<file path="src/hdl/wrf_pkg.sv">
package wrf_pkg;

   localparam int WORD_MAX = 63;
   localparam int CNT_W = $clog2(WORD_MAX + 1);
   localparam int ADDR_W = (WORD_MAX > 1) ? $clog2(WORD_MAX) : 1;

   localparam int CHAR_W = 8;
   localparam int CSR_IDX_W = 1;
   localparam int CSR_DATA_W = 1;

   localparam logic [CHAR_W-1:0] SPACE_CHAR = 8'h20;
   localparam logic [CHAR_W-1:0] LOWER_A = 8'h61;
   localparam logic [CHAR_W-1:0] LOWER_Z = 8'h7A;
   localparam logic [CHAR_W-1:0] CASE_OFFSET = 8'h20;

   localparam logic [CSR_IDX_W-1:0] REG_UPPER_MODE = 1'b0;
   localparam logic [CSR_IDX_W-1:0] REG_REVERSE_MODE = 1'b1;

   localparam logic [1:0] OUT_NONE = 2'd0;
   localparam logic [1:0] OUT_PASS = 2'd1;
   localparam logic [1:0] OUT_SPACE = 2'd2;
   localparam logic [1:0] OUT_WORD = 2'd3;

   typedef struct packed {
      logic       store;
      logic       set_ovf;
      logic       clear_word;
      logic       load_ptr;
      logic       dec_ptr;
      logic       rd_en;
      logic [1:0] out_sel;
      logic       out_last;
   } wrf_cmd_type;

   typedef struct packed {
      logic req_valid;
      logic is_eos;
      logic is_space;
      logic reverse;
      logic cnt_zero;
      logic cnt_full;
      logic ptr_zero;
      logic out_free;
   } wrf_status_type;

   function automatic logic [CHAR_W-1:0] to_upper(input logic [CHAR_W-1:0] c,
                                                  input logic en);
      logic [CHAR_W-1:0] r;
      r = c;
      if (en && (c >= LOWER_A) && (c <= LOWER_Z)) begin
         r = c - CASE_OFFSET;
      end
      return r;
   endfunction

endpackage

</file>
<file path="src/hdl/wrf_if.sv">
interface wrf_req_if;
   logic                           valid;
   logic                           ready;
   logic [wrf_pkg::CHAR_W-1:0]     in_char;
   logic                           end_of_stream;

   modport source (output valid, output in_char, output end_of_stream, input ready);
   modport sink (input valid, input in_char, input end_of_stream, output ready);
endinterface

interface wrf_rsp_if;
   logic                           valid;
   logic                           ready;
   logic [wrf_pkg::CHAR_W-1:0]     out_char;
   logic                           last_of_run;
   logic                           overflowed;

   modport source (output valid, output out_char, output last_of_run, output overflowed,
                   input ready);
   modport sink (input valid, input out_char, input last_of_run, input overflowed,
                 output ready);
endinterface

</file>
<file path="src/hdl/wrf_ram.sv">
module wrf_ram #(
   parameter int WIDTH = 8,
   parameter int DEPTH = 64
) (
   input  logic                                      clock,
   input  logic                                      wr_en,
   input  logic [((DEPTH > 1) ? $clog2(DEPTH) : 1)-1:0] wr_addr,
   input  logic [WIDTH-1:0]                          wr_data,
   input  logic                                      rd_en,
   input  logic [((DEPTH > 1) ? $clog2(DEPTH) : 1)-1:0] rd_addr,
   output logic [WIDTH-1:0]                          rd_data
);

   logic [WIDTH-1:0] mem_ff [DEPTH];
   logic [WIDTH-1:0] rd_data_ff;

   always_ff @(posedge clock) begin
      if (wr_en) begin
         mem_ff[wr_addr] <= wr_data;
      end
      if (rd_en) begin
         rd_data_ff <= mem_ff[rd_addr];
      end
   end

   assign rd_data = rd_data_ff;

endmodule

</file>
<file path="src/hdl/wrf_ctrl.sv">
module wrf_ctrl (
   input  logic                    clock,
   input  logic                    reset,
   input  wrf_pkg::wrf_status_type status,
   output wrf_pkg::wrf_cmd_type    cmd,
   output logic                    req_ready
);

   localparam logic [1:0] S_RUN = 2'd0;
   localparam logic [1:0] S_FETCH = 2'd1;
   localparam logic [1:0] S_LOAD = 2'd2;
   localparam logic [1:0] S_SPACE = 2'd3;

   logic [1:0] state_ff, state_in;
   logic       add_space_ff, add_space_in;
   logic       accept;

   assign req_ready = (state_ff == S_RUN) && status.out_free;
   assign accept = req_ready && status.req_valid;

   always_comb begin
      state_in = state_ff;
      add_space_in = add_space_ff;
      cmd = '0;
      cmd.out_sel = wrf_pkg::OUT_NONE;
      unique case (state_ff)
         S_RUN: begin
            if (accept) begin
               if (status.is_eos) begin
                  if (status.reverse) begin
                     if (status.cnt_zero) begin
                        cmd.clear_word = 1'b1;
                     end else begin
                        cmd.load_ptr = 1'b1;
                        add_space_in = 1'b0;
                        state_in = S_FETCH;
                     end
                  end
               end else if (!status.reverse) begin
                  cmd.out_sel = wrf_pkg::OUT_PASS;
                  cmd.out_last = 1'b1;
               end else if (status.is_space) begin
                  if (status.cnt_zero) begin
                     cmd.out_sel = wrf_pkg::OUT_SPACE;
                     cmd.out_last = 1'b1;
                     cmd.clear_word = 1'b1;
                  end else begin
                     cmd.load_ptr = 1'b1;
                     add_space_in = 1'b1;
                     state_in = S_FETCH;
                  end
               end else if (status.cnt_full) begin
                  cmd.set_ovf = 1'b1;
               end else begin
                  cmd.store = 1'b1;
               end
            end
         end
         S_FETCH: begin
            cmd.rd_en = 1'b1;
            state_in = S_LOAD;
         end
         S_LOAD: begin
            if (status.out_free) begin
               cmd.out_sel = wrf_pkg::OUT_WORD;
               cmd.out_last = status.ptr_zero && !add_space_ff;
               if (status.ptr_zero) begin
                  if (add_space_ff) begin
                     state_in = S_SPACE;
                  end else begin
                     cmd.clear_word = 1'b1;
                     state_in = S_RUN;
                  end
               end else begin
                  cmd.dec_ptr = 1'b1;
                  state_in = S_FETCH;
               end
            end
         end
         S_SPACE: begin
            if (status.out_free) begin
               cmd.out_sel = wrf_pkg::OUT_SPACE;
               cmd.out_last = 1'b1;
               cmd.clear_word = 1'b1;
               state_in = S_RUN;
            end
         end
         default: begin
            state_in = S_RUN;
         end
      endcase
   end

   always_ff @(posedge clock) begin
      if (reset) begin
         state_ff <= S_RUN;
         add_space_ff <= 1'b0;
      end else begin
         state_ff <= state_in;
         add_space_ff <= add_space_in;
      end
   end

endmodule

</file>
<file path="src/hdl/wrf_datapath.sv">
module wrf_datapath (
   input  logic                              clock,
   input  logic                              reset,
   input  wrf_pkg::wrf_cmd_type              cmd,
   output wrf_pkg::wrf_status_type           status,
   input  logic                              req_valid,
   input  logic [wrf_pkg::CHAR_W-1:0]        in_char,
   input  logic                              end_of_stream,
   output logic                              rsp_valid,
   input  logic                              rsp_ready,
   output logic [wrf_pkg::CHAR_W-1:0]        out_char,
   output logic                              last_of_run,
   output logic                              overflowed,
   input  logic                              csr_wr_en,
   input  logic [wrf_pkg::CSR_IDX_W-1:0]     csr_index,
   input  logic [wrf_pkg::CSR_DATA_W-1:0]    csr_wr_data
);

   logic                              upper_ff, upper_in;
   logic                              reverse_ff, reverse_in;
   logic [wrf_pkg::CNT_W-1:0]         cnt_ff, cnt_in;
   logic                              ovf_ff, ovf_in;
   logic [wrf_pkg::ADDR_W-1:0]        ptr_ff, ptr_in;
   logic                              out_valid_ff, out_valid_in;
   logic [wrf_pkg::CHAR_W-1:0]        out_char_ff, out_char_in;
   logic                              out_last_ff, out_last_in;
   logic                              out_ovf_ff, out_ovf_in;
   logic [wrf_pkg::CHAR_W-1:0]        in_upper;
   logic [wrf_pkg::CHAR_W-1:0]        rd_data;
   logic                              out_free;

   assign in_upper = wrf_pkg::to_upper(in_char, upper_ff);
   assign out_free = !out_valid_ff || rsp_ready;

   wrf_ram #(
      .WIDTH (wrf_pkg::CHAR_W),
      .DEPTH (wrf_pkg::WORD_MAX)
   ) u_store (
      .clock   (clock),
      .wr_en   (cmd.store),
      .wr_addr (cnt_ff[wrf_pkg::ADDR_W-1:0]),
      .wr_data (in_upper),
      .rd_en   (cmd.rd_en),
      .rd_addr (ptr_ff),
      .rd_data (rd_data)
   );

   always_comb begin
      upper_in = upper_ff;
      reverse_in = reverse_ff;
      if (csr_wr_en) begin
         unique case (csr_index)
            wrf_pkg::REG_UPPER_MODE: upper_in = csr_wr_data[0];
            wrf_pkg::REG_REVERSE_MODE: reverse_in = csr_wr_data[0];
            default: begin
            end
         endcase
      end
   end

   always_comb begin
      cnt_in = cnt_ff;
      ovf_in = ovf_ff;
      ptr_in = ptr_ff;
      if (cmd.clear_word) begin
         cnt_in = '0;
         ovf_in = 1'b0;
      end else begin
         if (cmd.store) begin
            cnt_in = cnt_ff + wrf_pkg::CNT_W'(1);
         end
         if (cmd.set_ovf) begin
            ovf_in = 1'b1;
         end
      end
      if (cmd.load_ptr) begin
         ptr_in = wrf_pkg::ADDR_W'(cnt_ff - wrf_pkg::CNT_W'(1));
      end else if (cmd.dec_ptr) begin
         ptr_in = ptr_ff - wrf_pkg::ADDR_W'(1);
      end
   end

   always_comb begin
      out_valid_in = out_valid_ff && !rsp_ready;
      out_char_in = out_char_ff;
      out_last_in = out_last_ff;
      out_ovf_in = out_ovf_ff;
      if (cmd.out_sel != wrf_pkg::OUT_NONE) begin
         out_valid_in = 1'b1;
         out_last_in = cmd.out_last;
         out_ovf_in = ovf_ff;
      end
      unique case (cmd.out_sel)
         wrf_pkg::OUT_PASS: begin
            out_char_in = in_upper;
            out_ovf_in = 1'b0;
         end
         wrf_pkg::OUT_SPACE: out_char_in = wrf_pkg::SPACE_CHAR;
         wrf_pkg::OUT_WORD: out_char_in = rd_data;
         default: begin
         end
      endcase
   end

   always_ff @(posedge clock) begin
      if (reset) begin
         upper_ff <= 1'b0;
         reverse_ff <= 1'b0;
         cnt_ff <= '0;
         ovf_ff <= 1'b0;
         out_valid_ff <= 1'b0;
      end else begin
         upper_ff <= upper_in;
         reverse_ff <= reverse_in;
         cnt_ff <= cnt_in;
         ovf_ff <= ovf_in;
         out_valid_ff <= out_valid_in;
      end
   end

   always_ff @(posedge clock) begin
      ptr_ff <= ptr_in;
      out_char_ff <= out_char_in;
      out_last_ff <= out_last_in;
      out_ovf_ff <= out_ovf_in;
   end

   always_comb begin
      status.req_valid = req_valid;
      status.is_eos = end_of_stream;
      status.is_space = (in_char == wrf_pkg::SPACE_CHAR);
      status.reverse = reverse_ff;
      status.cnt_zero = (cnt_ff == '0);
      status.cnt_full = (cnt_ff == wrf_pkg::CNT_W'(wrf_pkg::WORD_MAX));
      status.ptr_zero = (ptr_ff == '0);
      status.out_free = out_free;
   end

   assign rsp_valid = out_valid_ff;
   assign out_char = out_char_ff;
   assign last_of_run = out_last_ff;
   assign overflowed = out_ovf_ff;

endmodule

</file>
<file path="src/hdl/word_reverse_upper_filter.sv">
// Byte-stream text filter. With reverse mode off every byte comes out once,
// optionally upper-cased, and the block takes one byte per cycle while the
// result side keeps up. With reverse mode on, word bytes go into a 63-entry
// word store at one per cycle while the result side keeps up and give no
// result (bytes past 63 are dropped and the word is marked overflowed); a
// space or end marker after a non-empty word then stalls the input while
// the word is sent back out last byte first, each byte taking a registered
// read of the store and then a load of the output register, followed by the
// trailing space after a space. An end marker with an empty store, or with
// reverse mode off, gives no result. The result beat that ends each input's
// run has last_of_run set.
module word_reverse_upper_filter (
   input  logic                           clock,
   input  logic                           reset,
   wrf_req_if.sink                        req_chan,
   wrf_rsp_if.source                      rsp_chan,
   input  logic                           csr_wr_en,
   input  logic [wrf_pkg::CSR_IDX_W-1:0]  csr_index,
   input  logic [wrf_pkg::CSR_DATA_W-1:0] csr_wr_data
);

   wrf_pkg::wrf_cmd_type    cmd;
   wrf_pkg::wrf_status_type status;
   logic                    req_ready;

   wrf_ctrl u_ctrl (
      .clock     (clock),
      .reset     (reset),
      .status    (status),
      .cmd       (cmd),
      .req_ready (req_ready)
   );

   wrf_datapath u_datapath (
      .clock         (clock),
      .reset         (reset),
      .cmd           (cmd),
      .status        (status),
      .req_valid     (req_chan.valid),
      .in_char       (req_chan.in_char),
      .end_of_stream (req_chan.end_of_stream),
      .rsp_valid     (rsp_chan.valid),
      .rsp_ready     (rsp_chan.ready),
      .out_char      (rsp_chan.out_char),
      .last_of_run   (rsp_chan.last_of_run),
      .overflowed    (rsp_chan.overflowed),
      .csr_wr_en     (csr_wr_en),
      .csr_index     (csr_index),
      .csr_wr_data   (csr_wr_data)
   );

   assign req_chan.ready = req_ready;

endmodule

</file>
<file path="src/flat_wrapper.sv">
// flat-port wrapper written by rule: the top's interface ports become plain ports
module word_reverse_upper_filter_flat 
  (clock, reset, csr_wr_en, csr_index, csr_wr_data, req_chan_valid, req_chan_in_char, req_chan_end_of_stream, req_chan_ready, rsp_chan_valid, rsp_chan_out_char, rsp_chan_last_of_run, rsp_chan_overflowed, rsp_chan_ready);
  wrf_req_if req_chan_i ();
  wrf_rsp_if rsp_chan_i ();
  input  logic clock;
  input  logic reset;
  input  logic csr_wr_en;
  input  logic [wrf_pkg::CSR_IDX_W-1:0] csr_index;
  input  logic [wrf_pkg::CSR_DATA_W-1:0] csr_wr_data;
  input wire logic [$bits(req_chan_i.valid)-1:0] req_chan_valid;
  input wire logic [$bits(req_chan_i.in_char)-1:0] req_chan_in_char;
  input wire logic [$bits(req_chan_i.end_of_stream)-1:0] req_chan_end_of_stream;
  output wire logic [$bits(req_chan_i.ready)-1:0] req_chan_ready;
  output wire logic [$bits(rsp_chan_i.valid)-1:0] rsp_chan_valid;
  output wire logic [$bits(rsp_chan_i.out_char)-1:0] rsp_chan_out_char;
  output wire logic [$bits(rsp_chan_i.last_of_run)-1:0] rsp_chan_last_of_run;
  output wire logic [$bits(rsp_chan_i.overflowed)-1:0] rsp_chan_overflowed;
  input wire logic [$bits(rsp_chan_i.ready)-1:0] rsp_chan_ready;
  assign req_chan_i.valid = req_chan_valid;
  assign req_chan_i.in_char = req_chan_in_char;
  assign req_chan_i.end_of_stream = req_chan_end_of_stream;
  assign req_chan_ready = req_chan_i.ready;
  assign rsp_chan_valid = rsp_chan_i.valid;
  assign rsp_chan_out_char = rsp_chan_i.out_char;
  assign rsp_chan_last_of_run = rsp_chan_i.last_of_run;
  assign rsp_chan_overflowed = rsp_chan_i.overflowed;
  assign rsp_chan_i.ready = rsp_chan_ready;
  word_reverse_upper_filter u_core (.clock(clock), .reset(reset), .req_chan(req_chan_i), .rsp_chan(rsp_chan_i), .csr_wr_en(csr_wr_en), .csr_index(csr_index), .csr_wr_data(csr_wr_data));
endmodule
</file>
<file path="config.mk">
export PLATFORM = sky130hd
export DESIGN_NAME = word_reverse_upper_filter_flat
export DESIGN_NICKNAME = d
export VERILOG_FILES = /design/src/hdl/wrf_pkg.sv /design/src/hdl/wrf_if.sv /design/src/hdl/wrf_ram.sv /design/src/hdl/wrf_ctrl.sv /design/src/hdl/wrf_datapath.sv /design/src/hdl/word_reverse_upper_filter.sv /design/src/flat_wrapper.sv
export SDC_FILE = /design/constraint.sdc
export NUM_CORES = 1
export LEC_CHECK = 0
export BUFFER_PORTS_ARGS = -buffer_cell sky130_fd_sc_hd__buf_2
export CAP_MARGIN = 5
export CORE_UTILIZATION = 60
export CTS_CLUSTER_SIZE = 20
export DETAILED_ROUTE_END_ITERATION = 10
export PLACE_DENSITY = 0.76
export SYNTH_ARGS = -nofsm -noshare
export SYNTH_HDL_FRONTEND = slang
export SYNTH_SLANG_ARGS = --single-unit
</file>
<file path="constraint.sdc">
create_clock -name clock -period 6.9 [get_ports clock]
set_clock_uncertainty 0.1 [all_clocks]
set_input_delay 0.69 -clock clock [delete_from_list [all_inputs] [get_ports clock]]
set_output_delay 0.69 -clock clock [all_outputs]
set_load 0.03 [all_outputs]
</file>
; ---- After elaboration in Yosys (flattened, before gate mapping)
; Memories as Yosys holds them, arrays and structs flattened. A register that Yosys moved wholly into a read port is not among the register bits.
; Cells that the tools add are included.
[totals]
ff_bits = 29
mem_bits_rw = 504
inputBits = 16
output_inout_bits = 12
wordCells = 109
memories = 1
[mem_list]
columns = name, words, word_bits, rd, rd_ports_with_merged_regs, write_ports, line
row1 = u_core.u_datapath.u_store.mem_ff, 63, 8, 1, 1, 1, wrf_ram.sv:14  ; logic [WIDTH-1:0] mem_ff [DEPTH];
[op_classes]
add_sub_neg = 4
order_cmp = 2
n_eq_ne = 13
muxes = 54
bitwise_logic = 2
n_reduce_logical = 22
[op_table]
columns = operator, count
row1 = $mux W2, 16
row2 = $pmux W8 S3, 1
row3 = $mux W1, 22
row4 = $mux W3, 7
row5 = $logic_not A6 Y1, 2
row6 = $mux W6, 2
row7 = $sub A6 B1 Y6 const B, 2
row8 = $reduce_and A5 Y1, 2
row9 = $pmux W3 S3, 1
row10 = $eq A2 B2 Y1 const B, 4
row11 = $eq A8 B6 Y1 const B, 1
row12 = $ge A8 B7 Y1 const B, 1
row13 = $le A8 B7 Y1 const B, 1
row14 = $mux W4, 2
row15 = $mux W8, 1
row16 = $ne A2 B2 Y1 const B, 4
row17 = $pmux W2 S4, 1
row18 = $sub A8 B6 Y8 const B, 1
row19 = $add A6 B1 Y6 const B, 1
row20 = $eq A6 B6 Y1 const B, 1
row21 = $logic_and A1 B1 Y1, 6
row22 = $reduce_bool A2 Y1, 3
row23 = $eq A2 B1 Y1 const B, 2
row24 = $reduce_and A2 Y1, 2
row25 = other kinds (8), 11

; ---- Longest topological paths before layout
[logic_depth]
ltp_word = 9
mapped_depth = 13
mapped_depth_nobuf = 11

; ---- Modules after synthesis
; A second synthesis with hierarchy kept.
[unflattened]
hier_cells = 1131
hier_area_um2 = 21605.7
[by_module_without_submodules]
columns = module, instances, cells_per_inst, area_per_inst_um2, seq_area_each_um2
row1 = wrf_ram, 1, 949, 19886.6, 15374.7
row2 = wrf_datapath, 1, 133, 1350.0, 670.6
row3 = wrf_ctrl, 1, 49, 369.1, 60.1

; ---- Worst setup path after synthesis
; OpenSTA, ideal clock, no wires.
[synth_timing]
kind = input to register
start = input port req_chan_in_char[4]
end = memory u_core.u_datapath.u_store.mem_ff[0][6], data pin
setup_ns = 0.565
arrival_ns = 3.293
required_ns = 6.235
slack_ns = 2.942
cell_stages = 4
path_buffers = 0
cell_sequence = or4_4 -> o21ai_0 -> a31oi_1 -> mux2i_1
[synth_between]
elab_chain_len = 4
elab_cells_between_ends = 6
classes_between = add/sub: 1 / order compare: 2 / mux: 1 / reduce/logical: 2
[synth_rtl]
columns = element, line
row1 = "start, declared", flat_wrapper.sv:12  ; input wire logic [$bits(req_chan_i.in_char)-1:0] req_chan_in_char;
row2 = $ge A8 B7 Y1, wrf_pkg.sv:50  ; if (en && (c >= LOWER_A) && (c <= LOWER_Z)) begin
row3 = $logic_and A1 B1 Y1 (2 in series), wrf_pkg.sv:50
row4 = $mux W8 *, wrf_pkg.sv:50
row5 = "via u_core.u_datapath.in_upper, one bit", wrf_datapath.sv:28  ; logic [wrf_pkg::CHAR_W-1:0] in_upper;
row6 = "end, declared", wrf_ram.sv:14
; The timed path passes the listed nets; every way through them passes the cells marked *.

; ---- Worst setup path in the final report
[layout_timing]
start = input port req_chan_in_char[1]
end = memory u_core.u_datapath.u_store.mem_ff[3][4], enable pin
[layout_between]
elab_chain_len = 8
[layout_rtl]
columns = element, line
row1 = $eq A8 B6 Y1, wrf_datapath.sv:131  ; status.is_space = (in_char == wrf_pkg::SPACE_CHAR);
row2 = $mux W2, wrf_ctrl.sv:42  ; end else if (status.is_space) begin
row3 = $mux W4, wrf_ctrl.sv:39  ; end else if (!status.reverse) begin
row4 = $mux W2, wrf_ctrl.sv:29  ; if (status.is_eos) begin
row5 = $mux W4, wrf_ctrl.sv:28  ; if (accept) begin
row6 = $mux W2, wrf_ctrl.sv:26  ; unique case (state_ff)
row7 = $mux W1, wrf_ram.sv:18  ; if (wr_en) begin
row8 = $mux W1 (not written as such), wrf_ram.sv:19  ; mem_ff[wr_addr] <= wr_data;
; No other way between the ends.

==> impl_results.md <==
* Final nets at 1157
* Buffers & Inverters on Critical Path at 2
* Max-cap violations at 0
* #FFs+latches synth at approximately 540
* Initial core utilization at roughly 61%
* Worst path arrival time at 3730 ps
* Post-DR wirelength/cell at between 20 and 30 um
* Worst setup EP type: flip-flop
* Fmax at roughly 270 MHz
* Share of layout cells above drive strength 1 at 23.3%
* Critical Path Start: req_chan_in_char[1]
* Setup_tns at 0 ps
* Synth warn at 0
* Core box area at 35600 sq um
* Inserted Diodes at 0
* Final Hold Vio Count at 0
* Die X at approximately 190 um
* Post-route minimum period at around 3600 ps
* Worst setup SP type: primary input
* Die H at 192 um
* PwrDens at roughly 270 nW/um^2
* Met2 wire len at 22500 um
* R2R cell count at 6
* FF-to-FF setup slack at 3280 ps
* Critical path class: in2reg
* Cell Rows at 69
* Ys flop type: edfxtp_1
* Post-DP HPWL at 28200 um
* CTS buffer count at 50
* Sequential area share after synthesis at 74.3%
* Reg clk slew, reported paths at 60 ps
* DR vias/cell at between 6 and 7
* Placer Congestion at between 0.8 and 0.9
* Post-Route M1 WL at 19500 um
* Routed WL at 47100 um
* Synth top cells by count: 527 x edfxtp_1, 135 x mux4_2, 88 x nor2_1, 39 x nand2_1, 36 x mux2i_1
* Period utilization at 52.8%
* Layout filler cell count at 2205
* GRT overflow at 0
* Met3 WL at 4250 um
* Number of distinct standard cells referenced by the synthesized netlist at 60
* H-Tree Level Count at 2
* Maximum VDD drop at 0.000299 V
* Vias in the first global route at 10600
* Port buffer count at 27
* Area share of the largest cell type after synthesis at 73.0%
* DRT Pass-1 Iters at 5
* Post-CTS sizing at 0
* Syn_area_per_cell at 19.8 sq um
* Final slew viol count at 0
* Clock buffer depth at 3
* CP Capture Point: u_core.u_datapath.u_store.mem_ff[3][4]
* Net count after synthesis at approximately 1100
* Critical-path top delay cell: nor2_1
* Initial antenna violation count at 1
* Reg2reg start: u_core.u_ctrl.state_ff[1]
* Max FO, Critical Path at 65
* Relative slew slack at 32.3%
* Via count at 10800
* CP required at 6990 ps
* WP depth at 7
* Synth area leaders: edfxtp_1 73%, mux4_2 14%, mux2i_1 1.7%
* Min-Delay Path Class: in2reg
* Cell breakdown of the critical path: buf_2 -> buf_4 -> or4_4 -> o41ai_4 -> nor2_1 -> nand4b_1 -> nor2_1
* Tot GR Track Use at around 27%
* Final setup violation count at 0
* Clock root buffer: clkbuf_16
* Syn Std Cell Area at ~22000 sq um
* RR Endpoint: u_core.u_datapath.u_store.mem_ff[3][4]
* Layout area overhead at 10.3%
* Largest net degree at the start of global routing at 105
* Synth area leader: edfxtp_1
* Post-CTS Hold Buffers at 0
* Post-Place Cells at 1539
* P_leak at 7.52 nW
* DR iter-0 viols at 1372
* Most frequent cell after synthesis: edfxtp_1
* Status: completed
* Skew-Pair Late Insertion Delay at ~580 ps
* First-pass GRT wire length at 70100 um
* Post-synth EDFFs at 527
* IO Count at 28
* Sink Count at 541
* Die ar. at 36900 sq um
* RSZ-0062 raised after global routing: false
* Post-CTS Setup Inserts at 0
* Crit path top cell by count: nor2_1
* DRC at 0
* Top Layer Used: met4
* Fin cells at between 1500 and 2000
* Delay-heaviest family, CP: simple AND/OR/NAND/NOR gates
* CTS tree: done
* Tightest Pin Transition at 1010 ps
* Routed Antenna Nets at 0
* Post-Syn Instances at approximately 1100
* Largest stage delay on the critical path at approximately 900 ps
* Asr flop ratio synth at 0%
per-layer routing:
layer  vias up  GRT usage [%]
li1       4524              -
met1      5550           40.5
met2       612           41.4
met3        64           4.88
met4         0           5.60
met5         -              0
tightest hold or removal path, delay by kind of cell:
family / cells / cell delay, ps
buffers and inverters: 1 / 110
AND/OR/NAND/NOR: 1 / 60
AO/OA/AOI/OAI: 1 / 60
cell usage in the layout (no fill, tap or decap), types with 5 or more instances in the layout:
| cell | netlist | routed |
|---|---|---|
| nor2_1 | 88 | 87 |
| clkbuf_1 | 12 | 7 |
| nand3_1 | 20 | 20 |
| mux4_2 | 135 | 135 |
| dfxtp_1 | 14 | 14 |
| buf_4 | 6 | 16 |
| clkinv_2 | 0 | 9 |
| o21ai_0 | 19 | 19 |
| xnor2_1 | 5 | 5 |
| nand2_1 | 39 | 39 |
| inv_1 | 16 | 16 |
| clkinv_1 | 0 | 12 |
| ha_1 | 11 | 11 |
| clkbuf_16 | 0 | 51 |
| and2_1 | 5 | 5 |
| buf_2 | 30 | 27 |
| nor2b_1 | 10 | 10 |
| nand2b_1 | 8 | 8 |
| a211oi_1 | 6 | 6 |
| bufinv_16 | 0 | 7 |
| mux2i_1 | 36 | 35 |
| nor3_1 | 8 | 8 |
| a21oi_1 | 15 | 15 |
| a22oi_1 | 6 | 6 |
| edfxtp_1 | 527 | 527 |
per-stage QoR:
stage          cell area (sq um)  utilization, %  hold slack [ps]  setup WS, ps  total power [W]
2_1_floorplan              21700               -              338          2940          0.00371
3_3_place_gp               22200            62.5              367          2670          0.00378
3_5_place_dp               22200            62.5              374          2630          0.00378
4_1_cts                    23900            67.2              291          3230          0.00651
5_1_grt                    23900            67.2              301          3030          0.00664
6_report                   23900            67.2              299          3250          0.00649
power breakdown:
group	internal [W]	switching [W]
Clock	0.00161	0.00117
Combinational	0.0000175	0.0000833
Sequential	0.00361	0.00000164
sequential cells by signal, summed over array words and instances, names as in the netlist:
signal,flops
u_core.u_datapath.u_store.mem_ff,504
u_core.u_datapath.last_of_run,1
u_core.u_datapath.rsp_valid,1
u_core.u_datapath.reverse_ff,1
u_core.u_datapath.ptr_ff,6
u_core.u_ctrl.state_ff,2
u_core.u_datapath.out_char,8
u_core.u_datapath.overflowed,1
u_core.u_ctrl.add_space_ff,1
u_core.u_datapath.ovf_ff,1
u_core.u_datapath.upper_ff,1
u_core.u_datapath.cnt_ff,6
u_core.u_datapath.u_store.rd_data,8
cells by family (layout without fill, tap and decap cells):
family	after synthesis	count (layout)	share of synthesized area, %
AOI/OAI and AO/OA	79	79	2.60
xor gates and xnor gates	8	8	0.323
adders and majority gates	11	11	0.635
buffers and inverters	75	152	1.65
DFF	541	541	74.3
muxes	178	178	16.1
and+or+nand+nor	201	201	4.37
worst min path at each step:
| stage | endpoint | depth (start not counted) | startpoint | slack [ps] |
|---|---|---|---|---|
| final | u_core.u_datapath.reverse_ff | 3 | csr_wr_data | 300 |
| after global routing | u_core.u_datapath.reverse_ff | 3 | csr_wr_data | 300 |
| after CTS | u_core.u_datapath.reverse_ff | 3 | csr_wr_data | 290 |
| after detailed placement | u_core.u_datapath.overflowed | 1 | u_core.u_datapath.overflowed | 370 |
| after global placement | u_core.u_datapath.overflowed | 1 | u_core.u_datapath.overflowed | 370 |
| after floorplan | u_core.u_datapath.ovf_ff | 2 | u_core.u_datapath.ovf_ff | 340 |
layout make-up:
| class | count | area (sq um) | area share (%) |
|---|---|---|---|
| Sequential cell | 541 | 16100 | 67.4 |
| Multi-Input combinational cell | 477 | 5230 | 21.9 |
| Clock buffer | 58 | 1300 | 5.45 |
| Tap cell | 461 | 577 | 2.41 |
| Clock inverter | 34 | 348 | 1.46 |
| Timing Repair Buffer | 44 | 275 | 1.15 |
| Inverter | 16 | 60.1 | 0.251 |
(Power assumes the default switching activity.)
